### src/rtl/trc_pkg.sv
// Shared types and constants for the traceroute reply classifier.
package trc_pkg;

  // Frame layout, with a fixed 20-byte IPv4 header.
  localparam int unsigned EthHeaderBytes = 14;
  localparam int unsigned IpHeaderBytes  = 20;

  localparam int unsigned PosW = 6;
  localparam logic [PosW-1:0] POS_MAX        = '1;
  localparam logic [PosW-1:0] POS_KIND_HI    = 6'(12);
  localparam logic [PosW-1:0] POS_KIND_LO    = 6'(13);
  localparam logic [PosW-1:0] POS_PROTO      = 6'(EthHeaderBytes + 9);
  localparam logic [PosW-1:0] POS_SRC_FIRST  = 6'(EthHeaderBytes + 12);
  localparam logic [PosW-1:0] POS_SRC_LAST   = 6'(EthHeaderBytes + 15);
  localparam logic [PosW-1:0] POS_DST_FIRST  = 6'(EthHeaderBytes + 16);
  localparam logic [PosW-1:0] POS_DST_LAST   = 6'(EthHeaderBytes + 19);
  localparam logic [PosW-1:0] POS_ICMP_TYPE  = 6'(EthHeaderBytes + IpHeaderBytes);

  // Protocol code points.
  localparam logic [15:0] KIND_IPV4          = 16'h0800;
  localparam logic [7:0]  PROTO_ICMP         = 8'd1;
  localparam logic [7:0]  ICMP_TIME_EXCEEDED = 8'd11;

  // Configuration register indexes.
  localparam int unsigned CfgIndexW = 1;
  localparam logic [CfgIndexW-1:0] CFG_TARGET_IP = 1'b0;
  localparam logic [CfgIndexW-1:0] CFG_OWN_IP    = 1'b1;

  typedef enum logic [1:0] {
    VERDICT_IGNORED = 2'd0,
    VERDICT_HOP     = 2'd1,
    VERDICT_DEST    = 2'd2
  } verdict_t;

  // Captured summary of one finished frame.
  typedef struct packed {
    logic        is_ip;      // long enough for the ethertype, and it is IPv4
    logic        has_src;    // source address fully received
    logic        icmp_te;    // ICMP type received, ICMP protocol, time exceeded
    logic [31:0] src_addr;
    logic [31:0] dst_addr;
  } frame_sum_t;

endpackage

### src/rtl/trc_capture.sv
// Byte counter, header field capture and end-of-frame summary register.
module trc_capture
  import trc_pkg::*;
(
  input  logic       clk,
  input  logic       rst_n,
  input  logic       beat_en,
  input  logic [7:0] frame_byte,
  input  logic       last_byte,
  input  logic       advance,
  output logic       sum_valid,
  output frame_sum_t sum
);

  logic [PosW-1:0] pos_r, pos_nxt;
  logic [15:0]     kind_r, kind_nxt;
  logic [7:0]      proto_r, proto_nxt;
  logic [31:0]     src_r, src_nxt;
  logic [31:0]     dst_r, dst_nxt;
  logic [7:0]      mtype_r, mtype_nxt;
  logic            sum_valid_r, sum_valid_nxt;
  frame_sum_t      sum_r, sum_nxt;

  // Field values with the current beat merged in.
  always_comb begin
    kind_nxt  = kind_r;
    proto_nxt = proto_r;
    src_nxt   = src_r;
    dst_nxt   = dst_r;
    mtype_nxt = mtype_r;
    if (pos_r == POS_KIND_HI || pos_r == POS_KIND_LO) begin
      kind_nxt = {kind_r[7:0], frame_byte};
    end else if (pos_r == POS_PROTO) begin
      proto_nxt = frame_byte;
    end else if (pos_r >= POS_SRC_FIRST && pos_r <= POS_SRC_LAST) begin
      src_nxt = {src_r[23:0], frame_byte};
    end else if (pos_r >= POS_DST_FIRST && pos_r <= POS_DST_LAST) begin
      dst_nxt = {dst_r[23:0], frame_byte};
    end else if (pos_r == POS_ICMP_TYPE) begin
      mtype_nxt = frame_byte;
    end
    pos_nxt = (pos_r == POS_MAX) ? pos_r : pos_r + 1'b1;
  end

  // Summary of the frame as it stands after this beat.
  always_comb begin
    sum_nxt.is_ip    = (pos_r >= POS_KIND_LO) && (kind_nxt == KIND_IPV4);
    sum_nxt.has_src  = (pos_r >= POS_SRC_LAST);
    sum_nxt.icmp_te  = (pos_r >= POS_ICMP_TYPE) && (proto_nxt == PROTO_ICMP) &&
                       (mtype_nxt == ICMP_TIME_EXCEEDED);
    sum_nxt.src_addr = src_nxt;
    sum_nxt.dst_addr = dst_nxt;
  end

  // The summary slot fills on a last beat and empties when the result stage takes it.
  always_comb begin
    sum_valid_nxt = sum_valid_r;
    if (advance) begin
      sum_valid_nxt = 1'b0;
    end
    if (beat_en && last_byte) begin
      sum_valid_nxt = 1'b1;
    end
  end

  // Capture state, cleared at every frame end.
  always_ff @(posedge clk) begin
    if (!rst_n) begin
      pos_r       <= '0;
      kind_r      <= '0;
      proto_r     <= '0;
      src_r       <= '0;
      dst_r       <= '0;
      mtype_r     <= '0;
      sum_valid_r <= 1'b0;
    end else begin
      sum_valid_r <= sum_valid_nxt;
      if (beat_en) begin
        if (last_byte) begin
          pos_r   <= '0;
          kind_r  <= '0;
          proto_r <= '0;
          src_r   <= '0;
          dst_r   <= '0;
          mtype_r <= '0;
        end else begin
          pos_r   <= pos_nxt;
          kind_r  <= kind_nxt;
          proto_r <= proto_nxt;
          src_r   <= src_nxt;
          dst_r   <= dst_nxt;
          mtype_r <= mtype_nxt;
        end
      end
    end
  end

  // Summary payload needs no reset.
  always_ff @(posedge clk) begin
    if (beat_en && last_byte) begin
      sum_r <= sum_nxt;
    end
  end

  assign sum_valid = sum_valid_r;
  assign sum       = sum_r;

endmodule

### src/rtl/trc_classify.sv
// Address compares, verdict selection and the result register.
module trc_classify
  import trc_pkg::*;
(
  input  logic        clk,
  input  logic        rst_n,
  input  logic        sum_valid,
  input  frame_sum_t  sum,
  input  logic [31:0] target_ip,
  input  logic [31:0] own_ip,
  input  logic        out_stall,
  output logic        advance,
  output logic        out_valid,
  output verdict_t    out_verdict,
  output logic [31:0] out_responder_ip
);

  logic        out_valid_r;
  verdict_t    verdict_r, verdict_nxt;
  logic [31:0] resp_r, resp_nxt;

  // The result register can load when it is empty or being taken.
  assign advance = sum_valid && (!out_valid_r || !out_stall);

  // Destination test wins over the hop test.
  always_comb begin
    verdict_nxt = VERDICT_IGNORED;
    if (sum.is_ip && sum.has_src && (sum.src_addr == target_ip)) begin
      verdict_nxt = VERDICT_DEST;
    end else if (sum.is_ip && sum.icmp_te && (sum.dst_addr == own_ip)) begin
      verdict_nxt = VERDICT_HOP;
    end
    resp_nxt = (verdict_nxt == VERDICT_IGNORED) ? '0 : sum.src_addr;
  end

  always_ff @(posedge clk) begin
    if (!rst_n) begin
      out_valid_r <= 1'b0;
    end else if (advance) begin
      out_valid_r <= 1'b1;
    end else if (!out_stall) begin
      out_valid_r <= 1'b0;
    end
  end

  always_ff @(posedge clk) begin
    if (advance) begin
      verdict_r <= verdict_nxt;
      resp_r    <= resp_nxt;
    end
  end

  assign out_valid        = out_valid_r;
  assign out_verdict      = verdict_r;
  assign out_responder_ip = resp_r;

endmodule

### src/rtl/traceroute_reply_classifier.sv
// Top level of the traceroute reply classifier: ports, configuration and checks.
//
//   Channel | Direction | Handshake         | Payload
//   in      | input     | in_valid/in_stall | in_frame_byte[7:0], in_last_byte
//   out     | output    | out_valid/stall   | out_verdict[1:0], out_responder_ip[31:0]
//   cfg     | input     | cfg_wr_en         | cfg_index[0], cfg_data[31:0]
//
// One frame byte is taken per cycle while in_stall is low; a byte that is not
// the last gives no result. A last byte loads a frame summary register, and the
// verdict then passes into the result register once that register is free.
// in_stall rises only when a summary waits and the result register is held by
// out_stall. Reset is synchronous; it clears all but the summary and result data.
module traceroute_reply_classifier
  import trc_pkg::*;
(
  input  logic                 clk,
  input  logic                 rst_n,
  input  logic                 in_valid,
  output logic                 in_stall,
  input  logic [7:0]           in_frame_byte,
  input  logic                 in_last_byte,
  output logic                 out_valid,
  input  logic                 out_stall,
  output logic [1:0]           out_verdict,
  output logic [31:0]          out_responder_ip,
  input  logic                 cfg_wr_en,
  input  logic [CfgIndexW-1:0] cfg_index,
  input  logic [31:0]          cfg_data
);

  logic [31:0] target_addr_r;
  logic [31:0] own_addr_r;
  logic        beat_en;
  logic        advance;
  logic        sum_valid;
  frame_sum_t  sum;
  verdict_t    verdict;

  // Configuration registers.
  always_ff @(posedge clk) begin
    if (!rst_n) begin
      target_addr_r <= '0;
      own_addr_r    <= '0;
    end else if (cfg_wr_en) begin
      case (cfg_index)
        CFG_TARGET_IP: target_addr_r <= cfg_data;
        CFG_OWN_IP:    own_addr_r    <= cfg_data;
        default:       ;
      endcase
    end
  end

  // Input beat handshake.
  assign in_stall = sum_valid && !advance;
  assign beat_en  = in_valid && !in_stall;

  trc_capture u_capture (
    .clk        (clk),
    .rst_n      (rst_n),
    .beat_en    (beat_en),
    .frame_byte (in_frame_byte),
    .last_byte  (in_last_byte),
    .advance    (advance),
    .sum_valid  (sum_valid),
    .sum        (sum)
  );

  trc_classify u_classify (
    .clk              (clk),
    .rst_n            (rst_n),
    .sum_valid        (sum_valid),
    .sum              (sum),
    .target_ip        (target_addr_r),
    .own_ip           (own_addr_r),
    .out_stall        (out_stall),
    .advance          (advance),
    .out_valid        (out_valid),
    .out_verdict      (verdict),
    .out_responder_ip (out_responder_ip)
  );

  assign out_verdict = verdict;

  // An ignored frame reports no responder.
  assert property (@(posedge clk) disable iff (!rst_n)
    out_valid && (verdict == VERDICT_IGNORED) |-> out_responder_ip == '0)
    else $error("ignored frame carries a responder address");

  // The input stalls only while a frame summary is waiting.
  assert property (@(posedge clk) disable iff (!rst_n)
    in_stall |-> sum_valid && out_valid && out_stall)
    else $error("input stalled without a waiting summary");

  // A last beat always leaves a summary behind.
  assert property (@(posedge clk) disable iff (!rst_n)
    beat_en && in_last_byte |=> sum_valid)
    else $error("last beat did not load a frame summary");

  // A summary taken by the result stage shows up as a result.
  assert property (@(posedge clk) disable iff (!rst_n)
    advance |=> out_valid)
    else $error("summary lost on its way to the result register");

endmodule

### config.mk
export PLATFORM = sky130hd
export DESIGN_NAME = traceroute_reply_classifier
export DESIGN_NICKNAME = d
export VERILOG_FILES = /design/src/rtl/trc_pkg.sv /design/src/rtl/trc_capture.sv /design/src/rtl/trc_classify.sv /design/src/rtl/traceroute_reply_classifier.sv
export SDC_FILE = /design/constraint.sdc
export NUM_CORES = 1
export LEC_CHECK = 0
export CAP_MARGIN = 10
export CORE_AREA = 2 2 178 180
export CTS_CLUSTER_SIZE = 14
export DETAILED_ROUTE_END_ITERATION = 16
export DIE_AREA = 0 0 180 182
export DONT_BUFFER_PORTS = 1
export HOLD_SLACK_MARGIN = 0.03
export PLACE_DENSITY_LB_ADDON = 0.15
export SETUP_SLACK_MARGIN = 0.3
export SLEW_MARGIN = 20
export SYNTH_ARGS = -nofsm -noshare
export SYNTH_HDL_FRONTEND = slang
export SYNTH_HIERARCHICAL = 1
export SYNTH_SLANG_ARGS = --single-unit
export TNS_END_PERCENT = 10
### constraint.sdc
create_clock -name clk -period 6.87 [get_ports clk]
set_input_delay 0 -clock clk [delete_from_list [all_inputs] [get_ports clk]]
set_output_delay 0 -clock clk [all_outputs]
set_load 0.01 [all_outputs]
==> reports/results.txt <==
Outcome -> completed
Synth Register Bits -> 269
Drt drc -> 0
Rows -> 65
Clock Pin Slew Worst Setup and Hold Paths -> 0.06 ns
Post-synthesis mux area share -> 9.262%
Max-slew headroom -> 29.65%
Routed vias -> 8326
Synthesized cell area -> 12130 um2
Post-synth ARST share -> 0%
I/O pins -> 83
ANT nets after route -> 0
Synth cell count leaders -> nand2_1 (264), dfxtp_1 (168), edfxtp_1 (101), mux2i_1 (65), o21ai_0 (65)
Peak supply drop -> 0.1803 mV
Clock period minus worst slack -> 3.648 ns
Largest net degree at the start of global routing -> 105
Most common cell in the netlist -> nand2_1
Seq/Total Area, Yosys -> 52.72%
Clk Tree Root Cell -> clkbuf_16
Port Buffer Count -> 0
Fmax -> 274.1 MHz
Total of warnings raised by yosys -> 6
Die area -> 32760 um2
First-pass GRT wire length -> 48560 um
Post-synth EDFFs -> 101
Starting Density -> 39.15%
Min-delay worst type -> input pin to flop
Layout Utilization -> 44.68%
Die Y -> 182 um
Crit-path cells -> inv_1 > ha_1 > nor3b_1 > a211o_2 > buf_4 > nand2_2 > mux2_4
Fillers -> 2869
GRT overflow -> 0
Crit path max fanout -> 65
Area grow syn2layout -> 14.11%
Critical path endpoint category -> flop
Post-synth top area share -> 27.72%
Share of layout cells above drive strength 1 -> 12.06%
Die W -> 180 um
HPWL Detailed -> 19870 um
RSZ-0062 raised after global routing -> false
Xor/xnor cell area share of the yosys netlist -> 4.693%
Synth Instances -> 1167
Skew final -> 0.02130 ns
Ys flop type -> dfxtp_1
Clock sink total -> 269
Worst Max-Slew Pin Slew -> 1.055 ns
Synth unique cells -> 59
Startpoint types -> flop
Clk Latency, worst-skew pair -> 0.57 ns
Global-route usage over all layers -> 18.67%
Area of the multi-input gates -> 5270 um2
CP max-delay cell -> nand2_2
Syn nets -> 1219
Critical path required time -> 7.19 ns
Max Slew Vio Count -> 0
Final wirelength -> 31420 um
WL/cell -> 19.67 um
Max-cap viol count -> 0
Initial antenna violation count -> 2
Count of final hold-check violations -> 0
Clock buffer depth -> 3
Area share of and/or/nand/nor cells after synthesis -> 16.03%
Pre-antenna DRT Iters -> 5
Post-route clock period utilization -> 53.10%
Final net count -> 1222
Core Area -> 30990 um2
Adder-cell share of the synthesized area -> 0.5157%
Top cells by area, synth -> dfxtp_1 (28%), edfxtp_1 (25%), nand2_1 (8.2%)
Placer Congestion -> 0.7643
Register area -> 6396 um2
Setup TNS -> 0 ns
Post-CTS Setup Inserts -> 0
CTS tree -> done
Post-Syn Area per Cell -> 10.40 um2
Worst EP arrival -> 3.96 ns
H-tree Lvls -> 1
Crit Path Category -> flop to flop
Setup violators final -> 0
Post-synthesis compound-gate area fraction -> 12.58%
Crit-path max cell delay -> 0.77 ns
PD cells -> 257.7 nW/um2
CTS buffer count -> 30
Main combinational cell family by area after synthesis -> simple AND/OR/NAND/NOR gates
Initial DRC Count -> 740
Vias in the first global route -> 8170
Leakage power -> 4.854 nW
Via density -> 5.214
Dominant cell type by area after synthesis -> dfxtp_1
worst paths after layout:
path	startpoint	endpoint	slack [ns]	depth (start not counted)
setup / recovery	u_capture/pos_r[1]$_SDFFE_PN0P_	u_capture/sum[19]$_DFFE_PP_	3.22	7
hold / removal	cfg_wr_en	target_addr_r[18]$_SDFFE_PN0P_	0.06	3
setup reg to reg	u_capture/pos_r[1]$_SDFFE_PN0P_	u_capture/sum[19]$_DFFE_PP_	3.22	7
hold reg to reg	u_capture/src_r[27]$_SDFFE_PN0P_	u_capture/src_r[27]$_SDFFE_PN0P_	0.47	1
cells in the final DEF (no fill, tap or decap), types with 6 or more instances in the layout:
cell           count
nand3_1            9
xnor2_1           58
mux2i_1           65
and3_1             6
o21ai_0           65
clkbuf_1           7
edfxtp_1         101
nand2_1          264
clkbuf_8           8
nand4_1           45
nor2_1             6
nor2b_1           35
xor2_1             7
clkinv_2           7
dlygate4sd3_1     49
buf_4             12
nor4_1             7
a22o_1            31
a21boi_2          30
a21oi_1           42
clkbuf_16         30
a31oi_1           31
mux2_4            30
dfxtp_1          168
power breakdown:
group          switching [mW]  total, mW  internal [mW]  leakage, nW
combinational           0.118      0.195         0.0765         2.04
clock                   0.663       1.63          0.968        0.507
sequential             0.0423       1.74           1.70         2.31
total                   0.824       3.57           2.74         4.85
per-stage QoR:
step / cell area, um2 / hold WS, ns / power, mW / setup slack (ns) / cells
after floorplan: 12130 / 0.1282 / 1.887 / 1.148 / 1167
after global placement: 12280 / 0.1356 / 1.921 / 3.266 / 1489
after detailed placement: 12280 / 0.1379 / 1.922 / 3.256 / 1489
after CTS: 13840 / 0.03791 / 3.604 / 3.248 / 1596
after global routing: 13840 / 0.06101 / 3.684 / 3.011 / 1596
final: 13840 / 0.05652 / 3.567 / 3.222 / 1597
state kept, by name (all words and copies together) (netlist names):
name,cells
u_capture/src_r,32
u_classify/out_valid,1
u_capture/dst_r,32
u_capture/pos_r,6
u_capture/mtype_r,8
u_capture/sum_valid,1
own_addr_r,32
target_addr_r,32
u_capture/kind_r,16
u_classify/out_responder_ip,32
u_capture/proto_r,8
u_capture/sum,67
u_classify/out_verdict,2
layout make-up:
| cell class | instances | share of cell area [%] |
|---|---|---|
| repair buffers | 63 | 4.537 |
| inverters | 6 | 0.1627 |
| clock buffers | 45 | 6.408 |
| multi-input cells | 800 | 38.07 |
| diodes | 1 | 0.01808 |
| well taps | 402 | 3.633 |
| flip-flops and latches | 269 | 46.20 |
| clock inverters | 11 | 0.9671 |
critical path, delay by kind of cell, from the launching register on:
kind / cells / cell delay [ns]
muxes: 1 / 0.53
DFF: 1 / 0.47
adders and majority gates: 1 / 0.25
buffers and inverters: 2 / 0.69
and+or+nand+nor: 2 / 1.20
AOI/OAI and AO/OA: 1 / 0.21
metal layers:
| metal | vias to the layer above | GRT usage (%) | share of wire, % |
|---|---|---|---|
| met5 | - | 0 | 0.041 |
| met3 | 43 | 2.968 | 4.5 |
| met1 | 3973 | 27.04 | 49 |
| met4 | 2 | 3.740 | 1.8 |
| met2 | 176 | 29.55 | 45 |
| li1 | 4132 | - | - |
logic make-up (layout without fill, tap and decap cells):
family | count (synthesis) | count (layout)
simple gates | 413 | 413
compound gates | 220 | 220
mux | 97 | 97
other cells | 0 | 1
buf+inv | 98 | 125
fa+ha+maj | 5 | 5
flops | 269 | 269
xor+xnor | 65 | 65
what timing repair did:
action	CTS	global route
gates resized for setup	0	0
hold endpoints to repair	196	0
hold buffers	51	0
No activity file was read; power rests on OpenSTA's default activity.
